==> src/design/alr_pkg.sv <==
// ----------------------------------------------------------------------------
// alr_pkg
// Shared types and constants of the anti-aliased line rasterizer.
// ----------------------------------------------------------------------------
`default_nettype none

package alr_pkg;

  localparam int COORD_BITS_DEF = 16;
  localparam int FRAC_BITS      = 16;
  localparam int PIX_BITS       = 12;
  localparam int RGB_BITS       = 24;
  localparam int ALPHA_BITS     = 8;
  localparam int CANVAS_BITS    = 13;
  localparam int CFG_IDX_BITS   = 2;
  localparam int OUT_DATA_W     = 2 * PIX_BITS + RGB_BITS + ALPHA_BITS;

  localparam logic [CANVAS_BITS-1:0]  CANVAS_W_RESET = 13'd256;
  localparam logic [CANVAS_BITS-1:0]  CANVAS_H_RESET = 13'd240;
  localparam logic [CANVAS_BITS-1:0]  CANVAS_MAX     = 13'd4096;
  localparam logic [CFG_IDX_BITS-1:0] REG_CANVAS_W   = 2'd0;
  localparam logic [CFG_IDX_BITS-1:0] REG_CANVAS_H   = 2'd1;

  typedef enum logic [2:0] {
    MODE_IDLE,
    MODE_HORIZ,
    MODE_VERT,
    MODE_DIAG,
    MODE_XMAJ,
    MODE_YMAJ,
    MODE_END
  } mode_e;

  typedef enum logic [1:0] {
    EK_NONE,
    EK_ONE,
    EK_PAIR
  } emit_kind_e;

  typedef struct packed {
    logic accept;
    logic div_step;
    logic load_p0;
    logic load_p1;
  } ctrl_cmd_t;

  typedef struct packed {
    logic div_need;
    logic p0_ok;
    logic p1_ok;
    logic out_free;
  } dp_status_t;

endpackage

`default_nettype wire

==> src/design/alr_datapath.sv <==
// ----------------------------------------------------------------------------
// alr_datapath
// Line state, slope divider, pixel weighting, canvas clip and output register.
// ----------------------------------------------------------------------------
`default_nettype none

module alr_datapath #(
  parameter int COORD_BITS = alr_pkg::COORD_BITS_DEF
) (
  input  wire logic                                clk_i,
  input  wire logic                                rst_ni,
  input  wire alr_pkg::ctrl_cmd_t                  cmd_i,
  output alr_pkg::dp_status_t                      status_o,
  input  wire logic                                action_i,
  input  wire logic signed [COORD_BITS-1:0]        x_start_i,
  input  wire logic signed [COORD_BITS-1:0]        y_start_i,
  input  wire logic signed [COORD_BITS-1:0]        x_end_i,
  input  wire logic signed [COORD_BITS-1:0]        y_end_i,
  input  wire logic [alr_pkg::RGB_BITS-1:0]        color_rgb_i,
  input  wire logic [alr_pkg::ALPHA_BITS-1:0]      alpha_in_i,
  input  wire logic                                cfg_we_i,
  input  wire logic [alr_pkg::CFG_IDX_BITS-1:0]    cfg_index_i,
  input  wire logic [alr_pkg::CANVAS_BITS-1:0]     cfg_data_i,
  output logic                                     out_valid_o,
  input  wire logic                                out_ready_i,
  output logic [alr_pkg::PIX_BITS-1:0]             pixel_x_o,
  output logic [alr_pkg::PIX_BITS-1:0]             pixel_y_o,
  output logic [alr_pkg::RGB_BITS-1:0]             pixel_rgb_o,
  output logic [alr_pkg::ALPHA_BITS-1:0]           pixel_alpha_o,
  output logic                                     last_of_step_o,
  output logic                                     line_done_o
);
  import alr_pkg::*;

  localparam int CW = COORD_BITS + 2;
  localparam int DW = COORD_BITS + 1;
  localparam int SW = COORD_BITS + 1;

  function automatic logic on_canvas(input logic signed [CW-1:0] v,
                                     input logic [CANVAS_BITS-1:0] size);
    logic [CANVAS_BITS:0]        lim;
    logic signed [CW+CANVAS_BITS:0] ve;
    logic signed [CW+CANVAS_BITS:0] le;
    lim = (size > CANVAS_MAX) ? {1'b0, CANVAS_MAX} : {1'b0, size};
    ve  = {{(CANVAS_BITS+1){v[CW-1]}}, v};
    le  = $signed({{CW{1'b0}}, lim});
    on_canvas = !v[CW-1] && (ve < le);
  endfunction

  logic [CANVAS_BITS-1:0] canvas_w_q, canvas_h_q;
  logic signed [CW-1:0]   cur_x_q, cur_y_q, goal_x_q, goal_y_q;
  logic signed [CW-1:0]   cur_x_d, cur_y_d;
  logic                   x_neg_q;
  logic [SW-1:0]          steps_q, steps_d;
  logic [FRAC_BITS-1:0]   acc_q, acc_d, inc_q;
  mode_e                  mode_q, mode_d;
  logic [RGB_BITS-1:0]    rgb_q;
  logic [ALPHA_BITS-1:0]  alpha_q;
  emit_kind_e             kind_q, kind_d;
  logic                   pair_ymaj_q, pair_ymaj_d;
  logic                   done_q, done_d;
  logic [DW-1:0]          rem_q;
  logic [COORD_BITS-1:0]  major_q;

  // start decode
  logic                          swap;
  logic signed [COORD_BITS-1:0]  ax, ay, bx, by;
  logic signed [COORD_BITS:0]    dx_s, dy_s, dx_n;
  logic [COORD_BITS-1:0]         dx_abs, dy_abs;
  logic                          dx_zero, dy_zero, d_eq, y_major;

  always_comb begin
    swap    = y_start_i > y_end_i;
    ax      = swap ? x_end_i   : x_start_i;
    ay      = swap ? y_end_i   : y_start_i;
    bx      = swap ? x_start_i : x_end_i;
    by      = swap ? y_start_i : y_end_i;
    dx_s    = {bx[COORD_BITS-1], bx} - {ax[COORD_BITS-1], ax};
    dy_s    = {by[COORD_BITS-1], by} - {ay[COORD_BITS-1], ay};
    dx_n    = -dx_s;
    dx_abs  = dx_s[COORD_BITS] ? dx_n[COORD_BITS-1:0] : dx_s[COORD_BITS-1:0];
    dy_abs  = dy_s[COORD_BITS-1:0];
    dx_zero = dx_abs == '0;
    dy_zero = dy_abs == '0;
    d_eq    = dx_abs == dy_abs;
    y_major = dy_abs > dx_abs;
  end

  // step update
  logic signed [CW-1:0]  xinc, x_plus, y_plus;
  logic [FRAC_BITS:0]    acc_sum;
  logic [SW-1:0]         steps_dec;

  always_comb begin
    xinc      = x_neg_q ? {CW{1'b1}} : {{(CW-1){1'b0}}, 1'b1};
    x_plus    = cur_x_q + xinc;
    y_plus    = cur_y_q + {{(CW-1){1'b0}}, 1'b1};
    acc_sum   = {1'b0, acc_q} + {1'b0, inc_q};
    steps_dec = (steps_q != '0) ? steps_q - {{(SW-1){1'b0}}, 1'b1} : steps_q;

    cur_x_d     = cur_x_q;
    cur_y_d     = cur_y_q;
    steps_d     = steps_q;
    acc_d       = acc_q;
    mode_d      = mode_q;
    kind_d      = EK_NONE;
    pair_ymaj_d = pair_ymaj_q;
    done_d      = 1'b0;
    unique case (mode_q)
      MODE_HORIZ, MODE_VERT, MODE_DIAG: begin
        if (mode_q != MODE_VERT) cur_x_d = x_plus;
        if (mode_q != MODE_HORIZ) cur_y_d = y_plus;
        steps_d = steps_dec;
        done_d  = steps_dec == '0;
        if (steps_dec == '0) mode_d = MODE_IDLE;
        kind_d  = EK_ONE;
      end
      MODE_XMAJ, MODE_YMAJ: begin
        acc_d = acc_sum[FRAC_BITS-1:0];
        if (mode_q == MODE_YMAJ) begin
          cur_y_d = y_plus;
          if (acc_sum[FRAC_BITS]) cur_x_d = x_plus;
        end else begin
          cur_x_d = x_plus;
          if (acc_sum[FRAC_BITS]) cur_y_d = y_plus;
        end
        pair_ymaj_d = mode_q == MODE_YMAJ;
        steps_d     = steps_dec;
        if (steps_dec == '0) mode_d = MODE_END;
        kind_d      = EK_PAIR;
      end
      MODE_END: begin
        cur_x_d = goal_x_q;
        cur_y_d = goal_y_q;
        mode_d  = MODE_IDLE;
        done_d  = 1'b1;
        kind_d  = EK_ONE;
      end
      default: begin
        mode_d = MODE_IDLE;
      end
    endcase
  end

  // divider step
  logic [DW-1:0] rem_sh, rem_sub;
  logic          rem_ge;

  always_comb begin
    rem_sh  = {rem_q[DW-2:0], 1'b0};
    rem_ge  = rem_sh >= {1'b0, major_q};
    rem_sub = rem_sh - {1'b0, major_q};
  end

  always_ff @(posedge clk_i or negedge rst_ni) begin
    if (!rst_ni) begin
      canvas_w_q  <= CANVAS_W_RESET;
      canvas_h_q  <= CANVAS_H_RESET;
      cur_x_q     <= '0;
      cur_y_q     <= '0;
      goal_x_q    <= '0;
      goal_y_q    <= '0;
      x_neg_q     <= 1'b0;
      steps_q     <= '0;
      acc_q       <= '0;
      inc_q       <= '0;
      mode_q      <= MODE_IDLE;
      rgb_q       <= '0;
      alpha_q     <= '0;
      kind_q      <= EK_NONE;
      pair_ymaj_q <= 1'b0;
      done_q      <= 1'b0;
      rem_q       <= '0;
      major_q     <= '0;
    end else begin
      if (cfg_we_i) begin
        if (cfg_index_i == REG_CANVAS_W) canvas_w_q <= cfg_data_i;
        if (cfg_index_i == REG_CANVAS_H) canvas_h_q <= cfg_data_i;
      end
      if (cmd_i.div_step) begin
        rem_q <= rem_ge ? rem_sub : rem_sh;
        inc_q <= {inc_q[FRAC_BITS-2:0], rem_ge};
      end
      if (cmd_i.accept) begin
        if (!action_i) begin
          cur_x_q     <= CW'(ax);
          cur_y_q     <= CW'(ay);
          goal_x_q    <= CW'(bx);
          goal_y_q    <= CW'(by);
          x_neg_q     <= dx_s[COORD_BITS];
          rgb_q       <= color_rgb_i;
          alpha_q     <= alpha_in_i;
          acc_q       <= '0;
          inc_q       <= '0;
          kind_q      <= EK_ONE;
          done_q      <= dx_zero && dy_zero;
          major_q     <= y_major ? dy_abs : dx_abs;
          rem_q       <= {1'b0, (y_major ? dx_abs : dy_abs)};
          if (dy_zero) begin
            mode_q  <= dx_zero ? MODE_IDLE : MODE_HORIZ;
            steps_q <= {1'b0, dx_abs};
          end else if (dx_zero || d_eq) begin
            mode_q  <= dx_zero ? MODE_VERT : MODE_DIAG;
            steps_q <= {1'b0, dy_abs};
          end else if (y_major) begin
            mode_q  <= MODE_YMAJ;
            steps_q <= {1'b0, dy_abs} - {{(SW-1){1'b0}}, 1'b1};
          end else begin
            mode_q  <= MODE_XMAJ;
            steps_q <= {1'b0, dx_abs} - {{(SW-1){1'b0}}, 1'b1};
          end
        end else begin
          cur_x_q     <= cur_x_d;
          cur_y_q     <= cur_y_d;
          steps_q     <= steps_d;
          acc_q       <= acc_d;
          mode_q      <= mode_d;
          kind_q      <= kind_d;
          pair_ymaj_q <= pair_ymaj_d;
          done_q      <= done_d;
        end
      end
    end
  end

  // pixel candidates
  logic [ALPHA_BITS-1:0]   w, w_inv;
  logic [2*ALPHA_BITS-1:0] prod_pair, prod_main;
  logic signed [CW-1:0]    p0_x, p0_y;
  logic [ALPHA_BITS-1:0]   p1_alpha;
  logic signed [CW+PIX_BITS-1:0] p0_xe, p0_ye, p1_xe, p1_ye;

  always_comb begin
    w         = acc_q[FRAC_BITS-1 -: ALPHA_BITS];
    w_inv     = ~w;
    prod_pair = alpha_q * w;
    prod_main = alpha_q * w_inv;
    p0_x      = pair_ymaj_q ? x_plus : cur_x_q;
    p0_y      = pair_ymaj_q ? cur_y_q : y_plus;
    p1_alpha  = (kind_q == EK_PAIR) ? prod_main[2*ALPHA_BITS-1 -: ALPHA_BITS] : alpha_q;
    p0_xe     = {{PIX_BITS{p0_x[CW-1]}}, p0_x};
    p0_ye     = {{PIX_BITS{p0_y[CW-1]}}, p0_y};
    p1_xe     = {{PIX_BITS{cur_x_q[CW-1]}}, cur_x_q};
    p1_ye     = {{PIX_BITS{cur_y_q[CW-1]}}, cur_y_q};
    status_o.div_need = !action_i && !dx_zero && !dy_zero && !d_eq;
    status_o.p0_ok    = (kind_q == EK_PAIR) && on_canvas(p0_x, canvas_w_q)
                        && on_canvas(p0_y, canvas_h_q);
    status_o.p1_ok    = (kind_q != EK_NONE) && on_canvas(cur_x_q, canvas_w_q)
                        && on_canvas(cur_y_q, canvas_h_q);
    status_o.out_free = !out_valid_o || out_ready_i;
  end

  always_ff @(posedge clk_i or negedge rst_ni) begin
    if (!rst_ni) begin
      out_valid_o <= 1'b0;
    end else if (cmd_i.load_p0 || cmd_i.load_p1) begin
      out_valid_o <= 1'b1;
    end else if (out_ready_i) begin
      out_valid_o <= 1'b0;
    end
  end

  always_ff @(posedge clk_i) begin
    if (cmd_i.load_p0) begin
      pixel_x_o      <= p0_xe[PIX_BITS-1:0];
      pixel_y_o      <= p0_ye[PIX_BITS-1:0];
      pixel_rgb_o    <= rgb_q;
      pixel_alpha_o  <= prod_pair[2*ALPHA_BITS-1 -: ALPHA_BITS];
      last_of_step_o <= !status_o.p1_ok;
      line_done_o    <= 1'b0;
    end else if (cmd_i.load_p1) begin
      pixel_x_o      <= p1_xe[PIX_BITS-1:0];
      pixel_y_o      <= p1_ye[PIX_BITS-1:0];
      pixel_rgb_o    <= rgb_q;
      pixel_alpha_o  <= p1_alpha;
      last_of_step_o <= 1'b1;
      line_done_o    <= done_q;
    end
  end

endmodule

`default_nettype wire

==> src/design/alr_ctrl.sv <==
// ----------------------------------------------------------------------------
// alr_ctrl
// Sequencer: accept, slope division, emission of the paired and main pixel.
// ----------------------------------------------------------------------------
`default_nettype none

module alr_ctrl (
  input  wire logic                clk_i,
  input  wire logic                rst_ni,
  input  wire logic                in_valid_i,
  output logic                     in_ready_o,
  input  wire alr_pkg::dp_status_t status_i,
  output alr_pkg::ctrl_cmd_t       cmd_o
);
  import alr_pkg::*;

  localparam int CNT_W = $clog2(FRAC_BITS);

  typedef enum logic [1:0] {
    S_IDLE,
    S_DIV,
    S_PIX0,
    S_PIX1
  } state_e;

  state_e           state_q;
  logic [CNT_W-1:0] cnt_q;

  always_comb begin
    in_ready_o     = state_q == S_IDLE;
    cmd_o.accept   = in_ready_o && in_valid_i;
    cmd_o.div_step = state_q == S_DIV;
    cmd_o.load_p0  = (state_q == S_PIX0) && status_i.p0_ok && status_i.out_free;
    cmd_o.load_p1  = (state_q == S_PIX1) && status_i.p1_ok && status_i.out_free;
  end

  always_ff @(posedge clk_i or negedge rst_ni) begin
    if (!rst_ni) begin
      state_q <= S_IDLE;
      cnt_q   <= '0;
    end else begin
      unique case (state_q)
        S_IDLE: begin
          if (cmd_o.accept) begin
            cnt_q   <= CNT_W'(FRAC_BITS - 1);
            state_q <= status_i.div_need ? S_DIV : S_PIX0;
          end
        end
        S_DIV: begin
          cnt_q <= cnt_q - 1'b1;
          if (cnt_q == '0) state_q <= S_PIX0;
        end
        S_PIX0: begin
          if (!status_i.p0_ok || status_i.out_free) state_q <= S_PIX1;
        end
        S_PIX1: begin
          if (!status_i.p1_ok || status_i.out_free) state_q <= S_IDLE;
        end
        default: state_q <= S_IDLE;
      endcase
    end
  end

endmodule

`default_nettype wire

==> src/design/antialiased_line_rasterizer_core.sv <==
// Emission: the paired pixel of a step is registered into the output from S_PIX0, the main or
// single pixel from S_PIX1; a sloped line start first runs the 16-bit bit-serial slope divider
// in S_DIV. A new input beat is taken only in S_IDLE, once the previous item is fully emitted.
// Output stalls hold the sequencer in its emit states until the beat is taken.
// Reset: asynchronous, active low; canvas returns to 256 x 240, no line active.
// ----------------------------------------------------------------------------
// antialiased_line_rasterizer_core
// Wu-style anti-aliased line rasterizer with stream input and output.
// ----------------------------------------------------------------------------
`default_nettype none

module antialiased_line_rasterizer_core #(
  parameter int COORD_BITS = alr_pkg::COORD_BITS_DEF,
  parameter int IN_DATA_W  = ((4 * COORD_BITS + 32 + 7) / 8) * 8
) (
  input  wire logic                               clk_i,
  input  wire logic                               rst_ni,
  input  wire logic                               s_axis_tvalid,
  output logic                                    s_axis_tready,
  // x_start, y_start, x_end, y_end, color_rgb, alpha_in
  input  wire logic [IN_DATA_W-1:0]               s_axis_tdata,
  // action
  input  wire logic                               s_axis_tuser,
  output logic                                    m_axis_tvalid,
  input  wire logic                               m_axis_tready,
  // pixel_x, pixel_y, pixel_rgb, pixel_alpha
  output logic [alr_pkg::OUT_DATA_W-1:0]          m_axis_tdata,
  output logic                                    m_axis_tlast,
  // line_done
  output logic                                    m_axis_tuser,
  input  wire logic                               cfg_valid_i,
  output logic                                    cfg_ready_o,
  input  wire logic [alr_pkg::CFG_IDX_BITS-1:0]   cfg_index_i,
  input  wire logic [alr_pkg::CANVAS_BITS-1:0]    cfg_data_i
);
  import alr_pkg::*;

  localparam int C = COORD_BITS;

  ctrl_cmd_t             cmd;
  dp_status_t            status;
  logic [PIX_BITS-1:0]   px, py;
  logic [RGB_BITS-1:0]   prgb;
  logic [ALPHA_BITS-1:0] palpha;

  assign cfg_ready_o  = 1'b1;
  assign m_axis_tdata = {palpha, prgb, py, px};

  alr_ctrl u_ctrl (
    .clk_i      (clk_i),
    .rst_ni     (rst_ni),
    .in_valid_i (s_axis_tvalid),
    .in_ready_o (s_axis_tready),
    .status_i   (status),
    .cmd_o      (cmd)
  );

  alr_datapath #(
    .COORD_BITS (COORD_BITS)
  ) u_dp (
    .clk_i          (clk_i),
    .rst_ni         (rst_ni),
    .cmd_i          (cmd),
    .status_o       (status),
    .action_i       (s_axis_tuser),
    .x_start_i      ($signed(s_axis_tdata[C-1:0])),
    .y_start_i      ($signed(s_axis_tdata[2*C-1:C])),
    .x_end_i        ($signed(s_axis_tdata[3*C-1:2*C])),
    .y_end_i        ($signed(s_axis_tdata[4*C-1:3*C])),
    .color_rgb_i    (s_axis_tdata[4*C+RGB_BITS-1:4*C]),
    .alpha_in_i     (s_axis_tdata[4*C+RGB_BITS+ALPHA_BITS-1:4*C+RGB_BITS]),
    .cfg_we_i       (cfg_valid_i && cfg_ready_o),
    .cfg_index_i    (cfg_index_i),
    .cfg_data_i     (cfg_data_i),
    .out_valid_o    (m_axis_tvalid),
    .out_ready_i    (m_axis_tready),
    .pixel_x_o      (px),
    .pixel_y_o      (py),
    .pixel_rgb_o    (prgb),
    .pixel_alpha_o  (palpha),
    .last_of_step_o (m_axis_tlast),
    .line_done_o    (m_axis_tuser)
  );

endmodule

`default_nettype wire

==> config.mk <==
export PLATFORM = sky130hd
export DESIGN_NAME = antialiased_line_rasterizer_core
export DESIGN_NICKNAME = d
export VERILOG_FILES = /design/src/design/alr_pkg.sv /design/src/design/alr_datapath.sv /design/src/design/alr_ctrl.sv /design/src/design/antialiased_line_rasterizer_core.sv
export SDC_FILE = /design/constraint.sdc
export NUM_CORES = 1
export LEC_CHECK = 0
export BUFFER_PORTS_ARGS = -buffer_cell sky130_fd_sc_hd__clkbuf_2
export CORE_ASPECT_RATIO = 1.4
export CORE_MARGIN = 1.5
export CORE_UTILIZATION = 45
export CTS_CLUSTER_DIAMETER = 120
export CTS_CLUSTER_SIZE = 14
export DETAILED_ROUTE_END_ITERATION = 8
export PLACE_DENSITY = 0.72
export SYNTH_ARGS = -nofsm -noshare
export SYNTH_HDL_FRONTEND = slang
export SYNTH_SLANG_ARGS = --single-unit
==> constraint.sdc <==
create_clock -name clk_i -period 6.73 [get_ports clk_i]
set_clock_uncertainty 0.2 [all_clocks]
set_input_delay 0.673 -clock clk_i [delete_from_list [all_inputs] [get_ports clk_i]]
set_output_delay 0.673 -clock clk_i [all_outputs]
set_load 0.05 [all_outputs]
Yosys cells after proc, flatten, opt, wreduce, memory -nomap -nowiden

Cells that the tools add are included.

Output and inout bits: 61
Input port bits: 117
Bits in registers: 281

Multiplexer cells: 71
Reductions and logical operators: 59
Multiply operators: 2
$lt $le $gt $ge: 9
Bitwise logic cells: 2
Add/sub/neg operators: 11
Equal/unequal tests: 27

Operator list:

| cell                    | number |
|---|---|
| $mux W18                | 11 |
| $mux W16                | 12 |
| $mux W17                | 10 |
| $pmux W18 S3            | 2 |
| $lt A18 B14 Y1          | 4 |
| $mux W12                | 4 |
| $mux W24                | 2 |
| $sub A16 B1 Y17 const B | 2 |
| $gt A16 B16 Y1          | 2 |
| $logic_not A16 Y1       | 2 |
| $mul A8 B8 Y16          | 2 |
| $gt A13 B13 Y1 const B  | 2 |
| $mux W13                | 2 |
| $mux W8                 | 3 |
| $add A18 B1 Y18 const B | 1 |
| $add A18 B18 Y18        | 1 |
| $add A16 B16 Y17        | 1 |
| $ge A17 B16 Y1          | 1 |
| $logic_and A1 B1 Y1     | 17 |
| $logic_not A17 Y1       | 1 |
| $reduce_bool A17 Y1     | 1 |
| $sub A16 B16 Y17        | 1 |
| $sub A17 B1 Y17 const B | 1 |
| $sub A17 B16 Y17        | 1 |
| other kinds (39)        | 95 |

Depth between registers and ports, before layout

Gate-level depths: netlist of run 1.

Depth in word-level cells: 13
Mapped depth: 47

By module

A second synthesis of run 1 with hierarchy kept.

Cells, all modules: 3028
Area, all modules: 25363.1 µm²

Modules (own cells, without submodules):

| module                           | times used | cells each | area each (µm²) |
|---|---|---|---|
| alr_datapath                     | 1          | 2976       | 24872.6 |
| alr_ctrl                         | 1          | 50         | 479.2 |
| antialiased_line_rasterizer_core | 1          | 2          | 11.3 |

Worst setup path before layout of run 1

Ideal clock, no wire load.

Path type: input port to flip-flop
From: input port s_axis_tdata[61]
To: register u_dp.steps_q[14]
Setup time: 121 ps
Required time: 6409 ps
Setup slack: -2364 ps
Stages on the path: 43
Buffers on the path: 8
Arrival time: 8773 ps
Cell sequence: inv_1 -> ha_1 -> buf_2 -> nand4_1 -> nor4_2 -> a21boi_4 -> o31a_1 -> buf_2 -> nor2_1 -> buf_2 -> buf_1 -> clkbuf_1 -> buf_1 -> o22a_1 -> ha_1 -> inv_1 -> o41a_1 -> a21boi_0 -> (+7 left out) -> inv_1 -> ha_1 -> o2111ai_1 -> or4_1 -> a22o_1 -> o211ai_4 -> nand2_4 -> buf_2 -> o21ai_0 -> ha_1 -> nand2_1 -> nor4_1 -> nand4_1 -> nor4_1 -> xor2_1 -> mux2i_1 -> a21oi_1 -> a22o_1

Cells in the longest elaborated chain, start to end: 10

RTL lines:

| what                                                  | line                                     | RTL |
|---|---|---|
| from (decl)                                           | antialiased_line_rasterizer_core.sv:21   | `input wire logic [IN_DATA_W-1:0] s_axis_tdata,` |
| $gt A16 B16 Y1                                        | alr_datapath.sv:73                       | `swap = y_start_i > y_end_i;` |
| $mux W16, on equally long branches                    | alr_datapath.sv:76, alr_datapath.sv:74   |  |
| $sub A16 B16 Y17                                      | alr_datapath.sv:78                       | `dx_s = {bx[COORD_BITS-1], bx} - {ax[COORD_BITS-1], ax};` |
| $neg A16 Y16                                          | alr_datapath.sv:80                       | `dx_n = -dx_s;` |
| $mux W16                                              | alr_datapath.sv:81                       | `dx_abs = dx_s[COORD_BITS] ? dx_n[COORD_BITS-1:0] : dx_s[COORD_BITS-1:0];` |
| $sub A16 B1 Y17 (tied with other cells)               | alr_datapath.sv:210                      | `steps_q <= {1'b0, dx_abs} - {{(SW-1){1'b0}}, 1'b1};` |
| $mux W17 / $logic_or A1 B1 Y1 (equally long branches) | alr_datapath.sv:205, alr_datapath.sv:202 |  |
| $mux W17                                              | alr_datapath.sv:202                      | `end else if (dx_zero \|\| d_eq) begin` |
| $mux W17 (*)                                          | alr_datapath.sv:199                      | `if (dy_zero) begin` |
| $mux W17 (*)                                          | alr_datapath.sv:185                      | `if (!action_i) begin` |
| to (signal assigned)                                  | alr_datapath.sv:201                      | `steps_q <= {1'b0, dx_abs};` |
| to (signal assigned)                                  | alr_datapath.sv:204                      | `steps_q <= {1'b0, dy_abs};` |
| to (signal assigned)                                  | alr_datapath.sv:207                      | `steps_q <= {1'b0, dy_abs} - {{(SW-1){1'b0}}, 1'b1};` |
| to (decl)                                             | alr_datapath.sv:54                       | `logic [SW-1:0] steps_q, steps_d;` |

Mark *: on every way between the ends. The rest lies on a longest branch, timed or not.
A chain may end at the register's enable or synchronous reset.

Worst setup path in the final report of run 1

From: input port s_axis_tdata[55]
To: register u_dp.steps_q[14]

The elaborated chain is that of the path after synthesis.

==> results of run 1 <==
[layer usage]
metal	wire (um)	track usage	up-vias
li1	-	-	11600
met1	30800	0.318	11300
met2	37400	0.449	760
met3	3780	0.0206	193
met4	4610	0.143	2
met5	13	0	-
[kinds of logic (layout without fill, tap and decap cells)]
group,after synthesis,in the layout,synth area share
AND/OR/NAND/NOR,1124,1124,0.202
AO/OA/AOI/OAI,713,713,0.180
buffers and inverters,383,801,0.0595
adder cells (fa/ha/maj),294,294,0.163
flip-flops,280,280,0.284
XOR/XNOR,160,160,0.0549
multiplexers,137,137,0.0569
other,1,2,0.000146
[cells in the mapped netlist, types with 70 or more instances]
master | instances | area share
a21oi_1 | 183 | 0.036
clkbuf_1 | 119 | 0.017
fa_1 | 73 | 0.057
inv_1 | 227 | 0.033
xnor2_1 | 109 | 0.037
a31oi_1 | 70 | 0.017
ha_1 | 202 | 0.098
dfrtp_1 | 217 | 0.21
nor2_1 | 241 | 0.035
nand2_1 | 481 | 0.070
o21ai_0 | 150 | 0.029
mux2_2 | 71 | 0.031
[stage by stage]
| step | utilization | instances |
|---|---|---|
| 3_5_place_dp | 0.527 | 4183 |
| 4_1_cts | 0.543 | 4236 |
| 6_report | 0.548 | 4246 |
| 2_1_floorplan | - | 3092 |
| 3_3_place_gp | 0.527 | 4183 |
| 5_1_grt | 0.548 | 4246 |
[how the worst min path moves through the flow]
stage	from	end	slack, ns	cells past startpoint
after floorplan	rst_ni	u_ctrl.cnt_q[0]$_DFFE_PN0P_	0.18	0
after detailed placement	u_dp.rgb_q[18]$_DFFE_PN0P_	u_dp.pixel_rgb_o[18]$_DFFE_PP_	0.23	0
after global placement	u_dp.rgb_q[21]$_DFFE_PN0P_	u_dp.pixel_rgb_o[21]$_DFFE_PP_	0.23	0
after CTS	rst_ni	u_dp.steps_q[13]$_DFFE_PN0P_	0.03	1
after global routing	rst_ni	u_dp.major_q[12]$_DFFE_PN0P_	0.04	1
final	rst_ni	u_dp.steps_q[13]$_DFFE_PN0P_	-0.04	1
[report_power, final]
group	internal, uW	switching (uW)	total [uW]
registers	2370	661	3030
logic	5390	6230	11600
clock network	635	644	1280
total	8390	7540	15900
[worst max-delay path, delay by kind of cell]
| kind | cells | cell delay [ns] |
|---|---|---|
| buf+inv | 5 | 0.43 |
| compound gates | 14 | 2.64 |
| simple gates | 9 | 2.03 |
| fa+ha+maj | 4 | 0.93 |
| mux | 1 | 0.16 |
| xor+xnor | 2 | 0.28 |
[layout by cell type (no fill, tap or decap), types with 45 or more instances in the layout]
cell type,instances
nand2_1,471
buf_4,350
nor2_1,233
dfrtp_1,217
inv_1,215
ha_1,185
a21oi_1,175
clkbuf_2,164
o21ai_0,146
xnor2_1,105
fa_1,73
mux2_2,70
a31oi_1,69
mux2i_1,65
nand2b_1,63
nand3_1,58
edfxtp_1,57
nor2b_1,51
xor2_1,50
nor3_1,45
[state kept, by name, summed over array words and instances (netlist names), 2 cells and up]
signal              cells
u_dp.pixel_rgb_o       24
u_dp.rgb_q             24
u_dp.cur_x_q           18
u_dp.cur_y_q           18
u_dp.steps_q           17
u_dp.acc_q             16
u_dp.goal_x_q          16
u_dp.goal_y_q          16
u_dp.inc_q             16
u_dp.major_q           16
u_dp.rem_q             16
u_dp.canvas_h_q        13
u_dp.canvas_w_q        13
u_dp.pixel_x_o         12
u_dp.pixel_y_o         12
u_dp.alpha_q            8
u_dp.pixel_alpha_o      8
u_ctrl.cnt_q            4
u_dp.mode_q             3
u_ctrl.state_q          2
u_dp.kind_q             2
[repair_timing]
action | in CTS | in global routing
setup buffers | 16 | 9
pin swaps | 39 | 20
setup endpoints to repair | 9 | 27
hold buffers | 0 | 0
gates resized for setup | 36 | 50
[layout make-up]
class	count	area, um^2
fillers	5226	25500
multi-input cells	2429	17400
flip-flops and latches	280	7290
repair buffers	537	3780
well taps	735	920
inverters	227	870
clock buffers	36	624
clock inverters	1	8.76
diodes	1	2.50
==> flow_summary.ini, run 1 <==
[outcome]
status = finished with violations
violations = negative hold slack, negative setup slack

[placed_design]
hpwlAfterDp_um = 60200
post-place-ws_ns = -1.29
place_congestion = 1.02
dpl_cell_area_mm2 = 0.0297
numPortBuffers = 176

[detailed_routing]
first_iter_violations = 1680
drc = 0
drtPass1Iterations = 6
num_vias = 23900
postRouteAntennaNets = 0
wl_per_cell_um = 18.0
vias_per_cell = 5.62
routed_wl_um = 76600

[logic_synthesis]
ys_seq_area_frac = 0.284
syn_area_mm2 = 0.0257
synthCells = 3092
syn_area_per_cell_um2 = 8.31
synth-main-ff-cell = dfrtp_1
ys.warnings.count = 0
ys_async_sr_fraction = 0.793
synth_cell_type_count = 97
ys_seq_elements = 280
syn_nets = 3484
synth-edff-count = 57

[floorplan]
coreArea_mm2 = 0.0564
rows = 103
die_area_mm2 = 0.0585
die_y_um = 286
die_w_um = 205
num_io_pins = 178
start_util = 0.455

[clock_tree]
cts_tree = yes
clk_pin_slew_worst_paths_ns = 0.08
cts_made_buffers = 23
cts.sinks = 280
cts_buffer_depth = 3
htree_levels = 1
insertion_delay_ns = 0.56
clock_tree.root_cell = clkbuf_16

[setup_path]
setup.worst_path.class = in -> reg
setup.worst_path.end = u_dp.steps_q[14]$_DFFE_PN0P_
startpoint = s_axis_tdata[55]
crit_path_start_kind = input port
cpPeakStageDelay_ns = 0.54
slowest_stage = or4_1
r2r_end = u_dp.pixel_alpha_o[7]$_DFFE_PP_
critPathMaxFanout = 6
reg2reg_depth = 25
worstSetupEndpointType = flop
r2r_start = u_dp.acc_q[10]$_DFFE_PN0P_
r2r_slack_ns = 0.50
critical_path_arrival_ns = 7.16
crit_required_ns = 6.96

[grt]
grtUsageTotal = 0.260
grt_pass1_wl_um = 122000
grt_max_degree = 119
grt_pass1_vias = 23500
grt.overflow.total = 0
antenna_found_initial = 2

[hold_path]
hp-class = in -> async

[timing]
holdWs_ns = -0.0449
setup_viol = 6
period_share = 1.03
maxSlewViolCount = 0
fmax_mhz = 144
rsz0062_at_grt = yes
min_period_ns = 6.93
hold_viol_final = 8
fin_setup_tns_ns = -0.539
worst_pin_slew_ns = 1.15
relSlewSlack = 0.234
fin_ws_ns = -0.203

[power_and_ir_drop]
finalPower_uw = 15900
ir_drop_v = 0.000606
power_density_mw_per_mm2 = 515
leakage_uw = 0.0145

[layout]
area_growth_pct = 20.4
drive_above_1_share = 0.216
final_nets = 3890
post-route-cell-area_mm2 = 0.0309

[run]
max_cap_viol_count = 0
No activity file was read; power rests on OpenSTA's default activity.
==> inputs of run 2 (changes only) <==
--- a/config.mk
+++ b/config.mk
@@ -5,14 +5,14 @@
 export SDC_FILE = /design/constraint.sdc
 export NUM_CORES = 1
 export LEC_CHECK = 0
-export BUFFER_PORTS_ARGS = -buffer_cell sky130_fd_sc_hd__clkbuf_2
+export BUFFER_PORTS_ARGS = -buffer_cell sky130_fd_sc_hd__buf_2
 export CORE_ASPECT_RATIO = 1.4
 export CORE_MARGIN = 1.5
 export CORE_UTILIZATION = 45
 export CTS_CLUSTER_DIAMETER = 120
 export CTS_CLUSTER_SIZE = 14
 export DETAILED_ROUTE_END_ITERATION = 8
-export PLACE_DENSITY = 0.72
+export PLACE_DENSITY = 0.69
 export SYNTH_ARGS = -nofsm -noshare
 export SYNTH_HDL_FRONTEND = slang
 export SYNTH_SLANG_ARGS = --single-unit
==> constraint.sdc (replaced) <==
create_clock -name clk_i -period 8.9 [get_ports clk_i]
set_clock_uncertainty 0.2 [all_clocks]
set_input_delay 0.89 -clock clk_i [delete_from_list [all_inputs] [get_ports clk_i]]
set_output_delay 0.89 -clock clk_i [all_outputs]
set_load 0.05 [all_outputs]
==> run 2 against run 1 <==
  * Highest routed layer is now met4
  * Combinational power decreased by 31%
  * The run now ends clean
  * Largest power group unchanged
  * Largest cell class unchanged
  * Clock-buffer cell count unchanged
  * Cell count decreased by 6.6%
  * Sequential power decreased by 21%
  * Utilization decreased by 4.8 points
  * Worst setup slack improved by 0.88 ns
==> flow_summary.ini, run 2 (synthesized netlist as in run 1, its figures left out) <==
[outcome]
status = finished, final reports clean

[placed_design]
dp.cells = 3925
post-place-ws_ns = 0.0833
place_congestion = 1.00
numPortBuffers = 176
hpwlAfterDp_um = 57900

[detailed_routing]
postRouteAntennaNets = 0
num_vias = 22600
routed_wl_um = 75000
drtPass1Iterations = 5
wl_per_cell_um = 18.9
first_iter_violations = 1368
vias_per_cell = 5.69
drc = 0

[setup_path]
cpPeakStageDelay_ns = 0.58
r2r_slack_ns = 1.57
critPathMaxFanout = 8
crit_required_ns = 9.12
reg2reg_depth = 18
crit_path_start_kind = input port
setup.worst_path.class = in -> reg
critical_path_arrival_ns = 8.44
worstSetupEndpointType = flop
r2r_end = u_dp.pixel_rgb_o[21]$_DFFE_PP_
r2r_start = u_dp.x_neg_q$_DFFE_PN0P_
slowest_stage = or4_1

[grt]
grt.overflow.total = 0
antenna_found_initial = 5
grtUsageTotal = 0.256
grt_pass1_vias = 22200
grt_pass1_wl_um = 120000
grt_max_degree = 127

[power_and_ir_drop]
power_density_mw_per_mm2 = 405
finalPower_uw = 11400
ir_drop_v = 0.000448
leakage_uw = 0.0129

[layout]
final_common_cell = nand2_1
multi_input_area_mm2 = 0.0169
area_growth_pct = 9.77
fillers = 5481
seqCellArea_mm2 = 0.00729
final_cell_mix = 479 x nand2_1, 238 x nor2_1, 227 x inv_1, 217 x dfrtp_1, 200 x ha_1
final_nets = 3608
drive_above_1_share = 0.125
biggestRegsByFlops = u_dp.pixel_rgb_o (24), u_dp.rgb_q (24)
layout.cells.non_filler = 3967

[clock_tree]
insertion_delay_ns = 0.57
postCtsSetupBuffers = 0
clk_pin_slew_worst_paths_ns = 0.07
cts_made_buffers = 24
cts_hold_buf = 0
cts_resized = 0
cts_tree = yes
cts_buffer_depth = 3
clock_tree.root_cell = clkbuf_16
htree_levels = 1
cts.sinks = 280

[floorplan]
die_area_mm2 = 0.0585
coreArea_mm2 = 0.0564
die_y_um = 286
die_w_um = 205
start_util = 0.455
rows = 103
num_io_pins = 178

[timing]
setup_viol = 0
holdWs_ns = 0.146
rsz0062_at_grt = no
worst_pin_slew_ns = 1.16
maxSlewViolCount = 0
hold_viol_final = 0
period_share = 0.924
fmax_mhz = 122
min_period_ns = 8.22
fin_ws_ns = 0.676
fin_setup_tns_ns = 0
relSlewSlack = 0.221

[run]
max_cap_viol_count = 0

[hold_path]
hp-class = in -> async
[run 2: final cells by class]
type | instances | share of cell area
Antenna cell | 4 | 0.000355
Inverter | 227 | 0.0302
Multi-Input combinational cell | 2429 | 0.601
Timing Repair Buffer | 254 | 0.0528
Clock buffer | 36 | 0.0229
Sequential cell | 280 | 0.259
Tap cell | 735 | 0.0326
Clock inverter | 2 | 0.00115
[run 2: how the worst max path moves through the flow]
stage	startpoint	end	slack, ns	cells after the start
after floorplan	s_axis_tdata[61]	u_dp.steps_q[14]$_DFFE_PN0P_	0.01	42
after global placement	s_axis_tdata[58]	u_dp.steps_q[14]$_DFFE_PN0P_	0.30	37
after CTS	s_axis_tdata[58]	u_dp.steps_q[14]$_DFFE_PN0P_	0.62	37
after global routing	s_axis_tdata[61]	u_dp.steps_q[14]$_DFFE_PN0P_	0.02	37
after detailed placement	s_axis_tdata[58]	u_dp.steps_q[14]$_DFFE_PN0P_	0.08	37
final	s_axis_tdata[61]	u_dp.steps_q[14]$_DFFE_PN0P_	0.68	35
[run 2: critical path: cells and delay by family]
kind | cells | cell delay (ns)
buffers and inverters | 3 | 0.35
multiplexers | 1 | 0.14
AO/OA/AOI/OAI | 14 | 2.95
adder cells (fa/ha/maj) | 4 | 1.15
AND/OR/NAND/NOR | 11 | 2.50
XOR/XNOR | 2 | 0.46
[run 2: power breakdown]
part	switching [uW]	total [uW]	internal [uW]
registers	599	2390	1790
logic	4410	8030	3620
clock network	507	1010	502
[run 2: per-layer routing]
metal	vias up	routed length (um)	GRT usage
met5	-	0	0
met4	0	4370	0.142
met3	188	3630	0.0216
met2	649	36500	0.437
met1	10700	30500	0.317
li1	11000	-	-
[run 2: metrics by stage]
stage / utilization / cell area [um^2]
detailed placement: 0.487 / 27500
floorplan: - / 25700
global placement: 0.487 / 27500
global route: 0.499 / 28200
CTS: 0.499 / 28200
finish: 0.499 / 28200
